==> config.mk <==
export PLATFORM = sky130hd
export DESIGN_NAME = srtf_batch_scheduler_core
export DESIGN_NICKNAME = d
export VERILOG_FILES = /design/src/rtl/core/srtf_pkg.sv /design/src/rtl/core/srtf_ctrl.sv /design/src/rtl/core/srtf_dp.sv /design/src/rtl/core/srtf_batch_scheduler_core.sv
export SDC_FILE = /design/constraint.sdc
export NUM_CORES = 2
export LEC_CHECK = 0
export BUFFER_PORTS_ARGS = -buffer_cell sky130_fd_sc_hd__buf_2
export CORE_MARGIN = 4
export CORE_UTILIZATION = 65
export DETAILED_ROUTE_END_ITERATION = 10
export MAX_ROUTING_LAYER = met4
export PLACE_DENSITY = 0.82
export SYNTH_ARGS = -nofsm -noshare
export SYNTH_HDL_FRONTEND = slang
export SYNTH_HIERARCHICAL = 1
export SYNTH_SLANG_ARGS = --single-unit
==> constraint.sdc <==
create_clock -name clk_i -period 27.8 [get_ports clk_i]
set_input_delay 2.78 -clock clk_i [delete_from_list [all_inputs] [get_ports clk_i]]
set_output_delay 2.78 -clock clk_i [all_outputs]
set_load 0.02 [all_outputs]
==> src/rtl/core/srtf_pkg.sv <==
// Shared constants, controller state encoding and command/status structs
// for the SRTF batch scheduler. No dependencies.
`default_nettype none

package srtf_pkg;

  localparam int unsigned PROCS   = 16;
  localparam int unsigned ID_W    = 16;
  localparam int unsigned ARR_W   = 12;
  localparam int unsigned BURST_W = 12;
  localparam int unsigned OUT_W   = 17;
  localparam int unsigned IDX_W   = (PROCS > 1) ? $clog2(PROCS) : 1;
  localparam int unsigned CNT_W   = $clog2(PROCS + 1);
  localparam int unsigned TIME_W  = ARR_W + CNT_W;

  typedef enum logic [3:0] {
    ST_LOAD = 4'b0001,
    ST_SCAN = 4'b0010,
    ST_STEP = 4'b0100,
    ST_EMIT = 4'b1000
  } state_e;

  typedef struct packed {
    logic load;
    logic sched_init;
    logic scan;
    logic step;
    logic emit;
  } dp_cmd_t;

  typedef struct packed {
    logic batch_end;
    logic scan_last;
    logic more_work;
    logic out_free;
    logic emit_last;
  } dp_status_t;

endpackage

`default_nettype wire

==> src/rtl/core/srtf_ctrl.sv <==
// Controller FSM: load, scan/step schedule loop, result emission.
// Depends on srtf_pkg.
`default_nettype none

module srtf_ctrl import srtf_pkg::*; (
  input  logic       clk_i,
  input  logic       rst_ni,
  input  logic       in_valid_i,
  output logic       in_ready_o,
  input  dp_status_t status_i,
  output dp_cmd_t    cmd_o
);

  state_e state_q, state_d;

  always_ff @(posedge clk_i or negedge rst_ni) begin
    if (!rst_ni) begin
      state_q <= ST_LOAD;
    end else begin
      state_q <= state_d;
    end
  end

  always_comb begin
    state_d    = state_q;
    cmd_o      = '0;
    in_ready_o = 1'b0;
    case (state_q)
      ST_LOAD: begin
        in_ready_o = 1'b1;
        if (in_valid_i) begin
          cmd_o.load = 1'b1;
          if (status_i.batch_end) begin
            cmd_o.sched_init = 1'b1;
            state_d          = ST_SCAN;
          end
        end
      end
      ST_SCAN: begin
        cmd_o.scan = 1'b1;
        if (status_i.scan_last) begin
          state_d = ST_STEP;
        end
      end
      ST_STEP: begin
        cmd_o.step = 1'b1;
        state_d    = status_i.more_work ? ST_SCAN : ST_EMIT;
      end
      ST_EMIT: begin
        if (status_i.out_free) begin
          cmd_o.emit = 1'b1;
          if (status_i.emit_last) begin
            state_d = ST_LOAD;
          end
        end
      end
      default: begin
        state_d = ST_LOAD;
      end
    endcase
  end

endmodule

`default_nettype wire

==> src/rtl/core/srtf_dp.sv <==
// Datapath: arrival-sorted job tables, scan/select logic, time advance,
// and the result output register. Depends on srtf_pkg.
`default_nettype none

module srtf_dp import srtf_pkg::*; (
  input  logic               clk_i,
  input  logic               rst_ni,
  input  logic [ID_W-1:0]    job_id_i,
  input  logic [ARR_W-1:0]   arrival_time_i,
  input  logic [BURST_W-1:0] burst_length_i,
  input  logic               final_job_i,
  input  logic               out_ready_i,
  output logic               out_valid_o,
  output logic [ID_W-1:0]    result_id_o,
  output logic [OUT_W-1:0]   completion_time_o,
  output logic [OUT_W-1:0]   turnaround_o,
  output logic [OUT_W-1:0]   waiting_o,
  output logic               last_result_o,
  input  dp_cmd_t            cmd_i,
  output dp_status_t         status_o
);

  logic [ID_W-1:0]    id_q    [PROCS];
  logic [ARR_W-1:0]   arr_q   [PROCS];
  logic [BURST_W-1:0] burst_q [PROCS];
  logic [BURST_W-1:0] rem_q   [PROCS];
  logic [TIME_W-1:0]  fin_q   [PROCS];

  logic [CNT_W-1:0]   n_q;
  logic [IDX_W-1:0]   idx_q;
  logic [TIME_W-1:0]  time_q;
  logic               found_q;
  logic [IDX_W-1:0]   best_idx_q;
  logic [BURST_W-1:0] best_rem_q;
  logic               next_valid_q;
  logic [ARR_W-1:0]   next_arr_q;

  logic               out_valid_q;
  logic [ID_W-1:0]    res_id_q;
  logic [OUT_W-1:0]   comp_q;
  logic [OUT_W-1:0]   tat_q;
  logic [OUT_W-1:0]   wait_q;
  logic               last_q;

  // Sorted insert: entries with arrival <= new stay, the rest shift up one.
  logic [PROCS-1:0]   le;
  logic [PROCS-1:0]   ins_here;
  logic [ID_W-1:0]    sh_id    [PROCS];
  logic [ARR_W-1:0]   sh_arr   [PROCS];
  logic [BURST_W-1:0] sh_burst [PROCS];

  always_comb begin
    for (int k = 0; k < PROCS; k++) begin
      le[k] = (CNT_W'(k) < n_q) && (arr_q[k] <= arrival_time_i);
    end
    ins_here[0] = 1'b1;
    sh_id[0]    = job_id_i;
    sh_arr[0]   = arrival_time_i;
    sh_burst[0] = burst_length_i;
    for (int k = 1; k < PROCS; k++) begin
      ins_here[k] = le[k-1];
      sh_id[k]    = id_q[k-1];
      sh_arr[k]   = arr_q[k-1];
      sh_burst[k] = burst_q[k-1];
    end
  end

  // Entry at the shared index (scan and emit)
  logic [ID_W-1:0]    cur_id;
  logic [ARR_W-1:0]   cur_arr;
  logic [BURST_W-1:0] cur_burst;
  logic [BURST_W-1:0] cur_rem;
  logic [TIME_W-1:0]  cur_fin;
  logic               cur_arrived;
  logic               idx_last;

  assign cur_id      = id_q[idx_q];
  assign cur_arr     = arr_q[idx_q];
  assign cur_burst   = burst_q[idx_q];
  assign cur_rem     = rem_q[idx_q];
  assign cur_fin     = fin_q[idx_q];
  assign cur_arrived = TIME_W'(cur_arr) <= time_q;
  assign idx_last    = (CNT_W'(idx_q) + CNT_W'(1)) == n_q;

  // Run the selected job until it finishes or the next arrival may preempt.
  logic [TIME_W-1:0]  gap;
  logic               use_gap;
  logic [BURST_W-1:0] chunk;
  logic [BURST_W-1:0] new_rem;
  logic [TIME_W-1:0]  time_end;

  assign gap      = TIME_W'(next_arr_q) - time_q;
  assign use_gap  = next_valid_q && (gap < TIME_W'(best_rem_q));
  assign chunk    = use_gap ? gap[BURST_W-1:0] : best_rem_q;
  assign new_rem  = best_rem_q - chunk;
  assign time_end = time_q + TIME_W'(chunk);

  // Result arithmetic
  logic [TIME_W-1:0] e_comp;
  logic [TIME_W-1:0] e_tat;
  logic [TIME_W-1:0] e_wait;

  assign e_comp = (cur_burst == '0) ? TIME_W'(cur_arr) : cur_fin;
  assign e_tat  = e_comp - TIME_W'(cur_arr);
  assign e_wait = e_tat - TIME_W'(cur_burst);

  always_ff @(posedge clk_i) begin
    if (cmd_i.load) begin
      for (int k = 0; k < PROCS; k++) begin
        if (!le[k]) begin
          id_q[k]    <= ins_here[k] ? job_id_i : sh_id[k];
          arr_q[k]   <= ins_here[k] ? arrival_time_i : sh_arr[k];
          burst_q[k] <= ins_here[k] ? burst_length_i : sh_burst[k];
          rem_q[k]   <= ins_here[k] ? burst_length_i : sh_burst[k];
        end
      end
    end else if (cmd_i.step && found_q) begin
      rem_q[best_idx_q] <= new_rem;
      if (new_rem == '0) begin
        fin_q[best_idx_q] <= time_end;
      end
    end
  end

  always_ff @(posedge clk_i) begin
    if (cmd_i.scan && cur_rem != '0 && cur_arrived &&
        (!found_q || cur_rem < best_rem_q)) begin
      best_idx_q <= idx_q;
      best_rem_q <= cur_rem;
    end
    if (cmd_i.scan && cur_rem != '0 && !cur_arrived && !next_valid_q) begin
      next_arr_q <= cur_arr;
    end
    if (cmd_i.emit) begin
      res_id_q <= cur_id;
      comp_q   <= OUT_W'(e_comp);
      tat_q    <= OUT_W'(e_tat);
      wait_q   <= OUT_W'(e_wait);
      last_q   <= idx_last;
    end
  end

  always_ff @(posedge clk_i or negedge rst_ni) begin
    if (!rst_ni) begin
      n_q          <= '0;
      idx_q        <= '0;
      time_q       <= '0;
      found_q      <= 1'b0;
      next_valid_q <= 1'b0;
      out_valid_q  <= 1'b0;
    end else begin
      if (cmd_i.load) begin
        n_q <= n_q + CNT_W'(1);
      end
      if (cmd_i.sched_init) begin
        time_q       <= '0;
        idx_q        <= '0;
        found_q      <= 1'b0;
        next_valid_q <= 1'b0;
      end
      if (cmd_i.scan) begin
        idx_q <= idx_q + IDX_W'(1);
        if (cur_rem != '0) begin
          if (cur_arrived) begin
            found_q <= 1'b1;
          end else begin
            next_valid_q <= 1'b1;
          end
        end
      end
      if (cmd_i.step) begin
        idx_q        <= '0;
        found_q      <= 1'b0;
        next_valid_q <= 1'b0;
        if (found_q) begin
          time_q <= time_end;
        end else if (next_valid_q) begin
          time_q <= TIME_W'(next_arr_q);
        end
      end
      if (cmd_i.emit) begin
        idx_q       <= idx_q + IDX_W'(1);
        out_valid_q <= 1'b1;
        if (idx_last) begin
          n_q <= '0;
        end
      end else if (out_ready_i) begin
        out_valid_q <= 1'b0;
      end
    end
  end

  assign status_o.batch_end = final_job_i || (n_q == CNT_W'(PROCS - 1));
  assign status_o.scan_last = idx_last;
  assign status_o.more_work = found_q || next_valid_q;
  assign status_o.out_free  = !out_valid_q || out_ready_i;
  assign status_o.emit_last = idx_last;

  assign out_valid_o       = out_valid_q;
  assign result_id_o       = res_id_q;
  assign completion_time_o = comp_q;
  assign turnaround_o      = tat_q;
  assign waiting_o         = wait_q;
  assign last_result_o     = last_q;

endmodule

`default_nettype wire

==> src/rtl/core/srtf_batch_scheduler_core.sv <==
// Jobs load one per cycle, while the core is loading, into an arrival-sorted table. After the last
// job the schedule runs in rounds of a table scan plus a step; a step runs the chosen job up to
// its finish or the next arrival, so at most 2n+1 rounds. Results then leave one per cycle from
// the output register while the receiver is ready. One batch is handled at a time. Reset (async,
// active low) returns to loading, table empty.
// Depends on srtf_pkg, srtf_ctrl, srtf_dp.
`default_nettype none

module srtf_batch_scheduler_core import srtf_pkg::*; (
  input  logic               clk_i,
  input  logic               rst_ni,
  input  logic               in_valid_i,
  output logic               in_ready_o,
  input  logic [ID_W-1:0]    job_id_i,
  input  logic [ARR_W-1:0]   arrival_time_i,
  input  logic [BURST_W-1:0] burst_length_i,
  input  logic               final_job_i,
  output logic               out_valid_o,
  input  logic               out_ready_i,
  output logic [ID_W-1:0]    result_id_o,
  output logic [OUT_W-1:0]   completion_time_o,
  output logic [OUT_W-1:0]   turnaround_o,
  output logic [OUT_W-1:0]   waiting_o,
  output logic               last_result_o
);

  dp_cmd_t    cmd;
  dp_status_t status;

  srtf_ctrl u_ctrl (
    .clk_i      (clk_i),
    .rst_ni     (rst_ni),
    .in_valid_i (in_valid_i),
    .in_ready_o (in_ready_o),
    .status_i   (status),
    .cmd_o      (cmd)
  );

  srtf_dp u_dp (
    .clk_i             (clk_i),
    .rst_ni            (rst_ni),
    .job_id_i          (job_id_i),
    .arrival_time_i    (arrival_time_i),
    .burst_length_i    (burst_length_i),
    .final_job_i       (final_job_i),
    .out_ready_i       (out_ready_i),
    .out_valid_o       (out_valid_o),
    .result_id_o       (result_id_o),
    .completion_time_o (completion_time_o),
    .turnaround_o      (turnaround_o),
    .waiting_o         (waiting_o),
    .last_result_o     (last_result_o),
    .cmd_i             (cmd),
    .status_o          (status)
  );

endmodule

`default_nettype wire
; ---- Word level (Yosys, flattened, before mapping)
; Memories as Yosys holds them, arrays and structs flattened. A register that Yosys moved wholly into a read port is not among the register bits.
; Index checks and enable logic that the tools add are counted.
[word_totals]
regBits = 113
ram_bits = 1104
input_bits = 45
output_inout_bits = 70
wordCells = 254
mem_count = 5
[mem_list]
columns = memory, depth, word_bits, read_ports, rd_ports_with_merged_regs, write_ports, line
row1 = u_dp.fin_q, 16, 17, 1, 0, 1, srtf_dp.sv:27  ; logic [TIME_W-1:0] fin_q [PROCS];
row2 = u_dp.id_q, 16, 16, 16, 1, 16, srtf_dp.sv:23  ; logic [ID_W-1:0] id_q [PROCS];
row3 = u_dp.arr_q, 16, 12, 17, 0, 16, srtf_dp.sv:24  ; logic [ARR_W-1:0] arr_q [PROCS];
row4 = u_dp.burst_q, 16, 12, 16, 0, 16, srtf_dp.sv:25  ; logic [BURST_W-1:0] burst_q [PROCS];
row5 = u_dp.rem_q, 16, 12, 1, 0, 16, srtf_dp.sv:26  ; logic [BURST_W-1:0] rem_q [PROCS];
[classes]
addsub = 8
n_lt_le_gt_ge = 35
n_eq_ne = 11
muxes = 143
reduce_logical = 38
[ops]
columns = cell, n
row1 = 12-bit two-way mux, 32
row2 = 16-bit two-way mux, 15
row3 = 12-bit less-or-equal comparator, 16
row4 = 17-bit two-way mux, 5
row5 = 1-bit two-way mux, 74
row6 = 4-bit two-way mux, 11
row7 = 4-bit by 5-bit less-than comparator with 1-bit output (first input constant), 8
row8 = 17-bit by 12-bit subtractor with 17-bit output, 2
row9 = 12-bit logical NOT, 2
row10 = 1-bit logical AND, 23
row11 = 3-bit by 5-bit less-than comparator with 1-bit output (first input constant), 4
row12 = 17-bit by 12-bit adder with 17-bit output, 1
row13 = 12-bit by 17-bit less-or-equal comparator with 1-bit output, 1
row14 = 17-bit by 12-bit less-than comparator with 1-bit output, 1
row15 = 12-bit by 17-bit subtractor with 17-bit output, 1
row16 = 4-bit case mux with 4 select lines, 1
row17 = 5-bit two-way mux, 3
row18 = 12-bit less-than comparator, 1
row19 = 12-bit nonzero test, 1
row20 = 12-bit OR reduction, 1
row21 = 12-bit subtractor, 1
row22 = 1-bit by 5-bit less-than comparator with 1-bit output (first input constant), 2
row23 = 2-bit by 5-bit less-than comparator with 1-bit output (first input constant), 2
row24 = 2-bit inequality test (second input constant), 3
row25 = 16 further kinds, 24

; ---- Longest topological paths before layout
[logic_depth]
ltp_word = 10
mapped_depth = 30
mapped_depth_nobuf = 28

; ---- Hierarchy
; The synthesis kept the hierarchy.
[modules_own_cells]
columns = mod, n_inst, cells_per_inst, area_each_um2
row1 = srtf_dp, 1, 4554, 64839.7
row2 = srtf_ctrl, 1, 26, 252.7

; ---- Least setup slack after synthesis
; OpenSTA, ideal clock, no wires.
[synth_timing]
kind = reg2reg
start = register u_dp.time_q[1]
end = memory u_dp/fin_q[15][0] (netlist bit) (enable)
setup_ps = 485
arrival_time_ps = 8580
t_required_ps = 27315
path_slack_ps = 18735
stages_incl_launch_ff = 29
n_path_buf = 2
period_less_slack_ps = 9065
path_cell_list = dfrtp_1 > inv_1 > ha_1 > nor2b_1 > o21a_1 > o21ai_1 > a21bo_1 > a21oi_1 > or3_1 > ha_1 > nor2b_1 > nand4_1 > a211oi_1 > o32ai_1 > nor3_1 > clkbuf_1 > mux2i_1 > ha_1 > fa_1 > nor2b_1 > o21ai_0 > a21boi_1 > o21ai_0 > a21oi_1 > nor2_1 > nor3_1 > nand4_1 > clkbuf_1 > a2111oi_0
[synth_between]
elab_chain_len = 10
[synth_lines]
columns = element, line
row1 = "start, declared", srtf_dp.sv:31  ; logic [TIME_W-1:0] time_q;
row2 = "start signal, assigned", srtf_dp.sv:176  ; time_q <= time_end;
row3 = "start signal, assigned", srtf_dp.sv:178  ; time_q <= TIME_W'(next_arr_q);
row4 = 12-bit by 17-bit subtractor with 17-bit output *, srtf_dp.sv:92  ; assign gap = TIME_W'(next_arr_q) - time_q;
row5 = 17-bit by 12-bit less-than comparator with 1-bit output, srtf_dp.sv:93  ; assign use_gap = next_valid_q && (gap < TIME_W'(best_rem_q));
row6 = 1-bit logical AND, srtf_dp.sv:93
row7 = 12-bit two-way mux *, srtf_dp.sv:94  ; assign chunk = use_gap ? gap[BURST_W-1:0] : best_rem_q;
row8 = 12-bit subtractor *, srtf_dp.sv:95  ; assign new_rem = best_rem_q - chunk;
row9 = 12-bit logical NOT *, srtf_dp.sv:119  ; if (new_rem == '0) begin
row10 = 1-bit two-way mux *, srtf_dp.sv:119
row11 = 1-bit two-way mux *, srtf_dp.sv:117  ; end else if (cmd_i.step && found_q) begin
row12 = 1-bit two-way mux *, srtf_dp.sv:108  ; if (cmd_i.load) begin
row13 = 1-bit two-way mux (not written as such) *, srtf_dp.sv:120  ; fin_q[best_idx_q] <= time_end;
row14 = "end, declared", srtf_dp.sv:27
; Mark *: on every way between the ends. The rest lies on a longest branch, timed or not.

; ---- Worst setup path in the final report
[layout_timing]
start = register u_dp.idx_q[0]
end = register u_dp.wait_q[15], in the netlist u_dp/waiting_o[15], data pin
[layout_between]
elab_chain_len = 5
[layout_lines]
columns = element, line
row1 = "start, declared", srtf_dp.sv:30  ; logic [IDX_W-1:0] idx_q;
row2 = "start signal, assigned", srtf_dp.sv:162  ; idx_q <= idx_q + IDX_W'(1);
row3 = "start signal, assigned", srtf_dp.sv:182  ; idx_q <= idx_q + IDX_W'(1);
row4 = memory 16 x 12 bit, -
row5 = 12-bit logical NOT, srtf_dp.sv:103  ; assign e_comp = (cur_burst == '0) ? TIME_W'(cur_arr) : cur_fin;
row6 = 17-bit two-way mux *, srtf_dp.sv:103
row7 = via u_dp.e_comp[1], srtf_dp.sv:99  ; logic [TIME_W-1:0] e_comp;
row8 = 17-bit by 12-bit subtractor with 17-bit output *, srtf_dp.sv:104  ; assign e_tat = e_comp - TIME_W'(cur_arr);
row9 = via u_dp.e_tat[9], srtf_dp.sv:100  ; logic [TIME_W-1:0] e_tat;
row10 = 17-bit by 12-bit subtractor with 17-bit output *, srtf_dp.sv:105  ; assign e_wait = e_tat - TIME_W'(cur_burst);
row11 = via u_dp.e_wait[15], srtf_dp.sv:101  ; logic [TIME_W-1:0] e_wait;
row12 = "end signal, assigned", srtf_dp.sv:138  ; wait_q <= OUT_W'(e_wait);
row13 = "end, declared", srtf_dp.sv:42  ; logic [OUT_W-1:0] wait_q;
; Mark *: on every way through the listed nets, which the timed path passes. The rest lies on a longest branch.
; A chain may end at the register's enable or synchronous reset.

==> metrics.yaml <==
htreeDepth: 4
syn_inst: 4580
drt_first_pass_iters: 6
worstReg2RegEnd: "u_dp/waiting_o[15]"
p_leak_nw: 25.27
cp.required_ps: 28290
synth-seq-cells: 1233
grt_use_met1: 0.4999
crit_buf_inv: 2
place_area_um2: 67620
gp_congestion: 0.9802
synth_ff_type: "edfxtp_1"
grt_util_met3: 0.1250
hold_class: "flip-flop to flip-flop"
drt_wl_total_mm: 205.9
grt_pass1_wl_mm: 298.0
min_period_ps: 9394
synthSimpleGateAreaFrac: 0.05957
ys_seq_area_frac: 0.5663
portBuffers: 114
syn_avg_cell_area_um2: 14.21
busiest_layer: "met2"
p_per_area_nw_per_um2: 89.43
drt_iter0_drc: 7012
fmax_mhz: 106.5
cts.path.max_buffers: 3
yosys.area_share.adder: 0.05670
synth-xor-area-share: 0.008208
ys_types: 88
grt_max_degree: 93
crit_cells: 21
finalCritPeriodShare: 0.3379
worst_path_most_repeated_cell: "nand3_1"
area_delta_synth_final_pct: 10.42
avgViaCountPerCell: 7.394
yosysWarnings: 6
setup_tns_ps: 0
cp-endpoint: "u_dp/waiting_o[15]"
overflow: 0
grt_usage: 0.3972
num_vias: 44928
path_cells: "buf_4 -> buf_4 -> mux4_2 -> a22o_1 -> nor2_1 -> and4_4 -> nand3_1 -> mux2i_1 -> ha_1 -> nor2b_1 -> o2111ai_1 -> nand3_1 -> o21ai_0 -> xnor2_1 -> ha_1 -> nand3_1 -> a2111oi_0 -> o311a_1 -> or3_4 -> nor3b_2 -> xor2_1"
antenna_found_initial: 11
tightest_slew_ps: 1464
insertion_delay_ps: 780
initial_core_util: 0.6585
cts_tree: "done"
outcome: "complete, no violations"
layout-drive-gt1-share: 0.2820
muxShareOfSynthArea: 0.2039
reg2reg_from: "u_dp/idx_q[0]"
synth_edf_count: 1200
path_delay_family: "simple AND/OR/NAND/NOR gates"
cts_root_buffer: "clkbuf_16"
dp.final_hpwl_mm: 129.3
hold_viol_final: 0
drc: 0
fp.coreArea_um2: 98850
cp-startpoint: "u_dp/idx_q[0]"
async_reset_ff_frac: 0.02676
cpMaxStageDelayCell: "a2111oi_0"
rsz0062_at_grt: "no"
p_total_mw: 6.428
synth_top_family_by_area: "multiplexers"
synth_compound_area_frac: 0.08012
maxCapViolations: 0
cts_made_buffers: 131
synthesis.area_um2: 65090
pin_count: 115
crit_type: "flip-flop to flip-flop"
cp-end-kind: "flip-flop"
fp.dieH_um: 324.5
synthesis.nets: 4917
die_w_um: 324.5
fp.dieArea_um2: 105300
clkSinkCount: 1233
r2r_slack_ps: 18410
fin_nets: 5013
cts_setup_buffers: 0
slowest_delay_ps: 830
cp_max_fo: 45
ir_drop_mv: 0.06925
cts_resized: 0
wire_per_inst_um: 33.89
finalSetupViolations: 0
max_slew_margin: 0.02423
grt_use_met2: 0.5781
path_clk_slew_ps: 60
floorplan.rows: 115
fin_area_um2: 71880
r2r_cells: 21
grt_pass1_vias: 44092
hold_buffers: 0
final_max_slew_viol_count: 0
startpoint_type: "flip-flop"
crit_arrival_ps: 9880
holdCritStartpoint: "u_dp/time_q[5]"
drt.antenna.violating_nets: 0
skew_ps: 31.12
worst register-to-register path: cells and delay by family (launching register included):
| kind | cells | cell delay [ps] |
|---|---|---|
| flip-flops | 1 | 710 |
| AO/OA/AOI/OAI | 5 | 2110 |
| XOR/XNOR | 2 | 360 |
| buffers and inverters | 2 | 1580 |
| AND/OR/NAND/NOR | 8 | 2410 |
| adder cells (fa/ha/maj) | 2 | 700 |
| multiplexers | 2 | 1270 |
cell usage after synthesis, drive strengths merged (12+ instances only):
| master | count | share of area |
|---|---|---|
| mux4 | 216 | 0.075 |
| o2111ai | 12 | 0.0016 |
| or4 | 14 | 0.0016 |
| o21ai | 155 | 0.012 |
| and4 | 13 | 0.0018 |
| mux2 | 605 | 0.10 |
| ha | 287 | 0.055 |
| clkbuf | 219 | 0.013 |
| buf | 60 | 0.0056 |
| dfrtp | 32 | 0.012 |
| xor2 | 21 | 0.0028 |
| nand4 | 46 | 0.0044 |
| nor3 | 38 | 0.0029 |
| nand2b | 28 | 0.0027 |
| a2111oi | 20 | 0.0027 |
| and2 | 17 | 0.0016 |
| xnor2 | 40 | 0.0054 |
| edfxtp | 1200 | 0.55 |
| a21oi | 192 | 0.015 |
| a31oi | 18 | 0.0018 |
| nor2b | 39 | 0.0037 |
| mux2i | 156 | 0.024 |
| o211ai | 14 | 0.0016 |
| nand3 | 39 | 0.0030 |
| nand2 | 163 | 0.0094 |
| a22oi | 58 | 0.0067 |
| a21o | 82 | 0.0095 |
| a221oi | 83 | 0.011 |
| inv | 116 | 0.0067 |
| o21a | 46 | 0.0053 |
| nor2 | 388 | 0.022 |
| a211oi | 19 | 0.0022 |
sequential cells by signal (all words and copies together) (netlist names), 16 cells and up:
signal                  cells
u_dp/arr_q                192
u_dp/time_q                17
u_dp/burst_q              192
u_dp/completion_time_o     17
u_dp/id_q                 256
u_dp/rem_q                192
u_dp/turnaround_o          17
u_dp/result_id_o           16
u_dp/waiting_o             17
u_dp/fin_q                272
layout by cell type, fill, tap and decap left out, types with 52 or more instances in the layout:
cell type,count
edfxtp_1,1200
mux2_2,605
nor2_1,362
ha_1,287
mux4_2,207
a21oi_1,186
nand2_1,163
mux2i_1,156
o21ai_0,135
clkbuf_16,132
buf_4,126
buf_2,114
inv_1,114
a221oi_1,83
a21o_1,82
a22oi_1,52
how the worst min path moves through the flow:
stage                         endpoint  slack (ps)  depth (start not counted)
detailed placement      u_dp/time_q[5]         520                          2
CTS                     u_dp/time_q[5]         540                          2
floorplan           u_dp/best_idx_q[2]         420                          0
global placement        u_dp/time_q[5]         510                          2
finish                  u_dp/time_q[5]         540                          2
global route            u_dp/time_q[5]         570                          2
stage by stage:
step                utilization  hold slack, ps  instances  worst slack, ps
floorplan                     -           423.1       4580            18730
global placement         0.6840           513.2       5830            19230
detailed placement       0.6840           524.3       5830            18890
CTS                      0.7268           538.0       6064            18830
global route             0.7271           565.2       6076            18050
finish                   0.7271           541.3       6076            18410
power by group:
part | switching, mW | internal (mW) | leakage (nW)
clock | 0.766 | 0.990 | 2.04
combinational | 1.22 | 0.817 | 11.8
sequential | 0.160 | 2.48 | 11.4
total | 2.14 | 4.29 | 25.3
cell type report:
class | count | area [um^2]
Fill cell | 6065 | 26970
Sequential cell | 1233 | 36870
Tap cell | 1287 | 1610
Timing Repair Buffer | 242 | 1556
Clock buffer | 156 | 3413
Multi-Input combinational cell | 2947 | 27120
Inverter | 121 | 455.4
Antenna cell | 12 | 30.03
Clock inverter | 78 | 818.3
per-layer routing:
metal / share of wire / vias up
met5: 0 / -
met4: 0.070 / 0
met3: 0.15 / 917
met2: 0.44 / 3797
met1: 0.34 / 21957
li1: - / 18257
kinds of logic after synthesis:
| family | after synthesis |
|---|---|
| multiplexers | 977 |
| XOR/XNOR | 61 |
| buffers and inverters | 400 |
| AO/OA/AOI/OAI | 781 |
| AND/OR/NAND/NOR | 836 |
| flip-flops | 1233 |
| adder cells (fa/ha/maj) | 292 |
No activity file was read; power rests on OpenSTA's default activity.
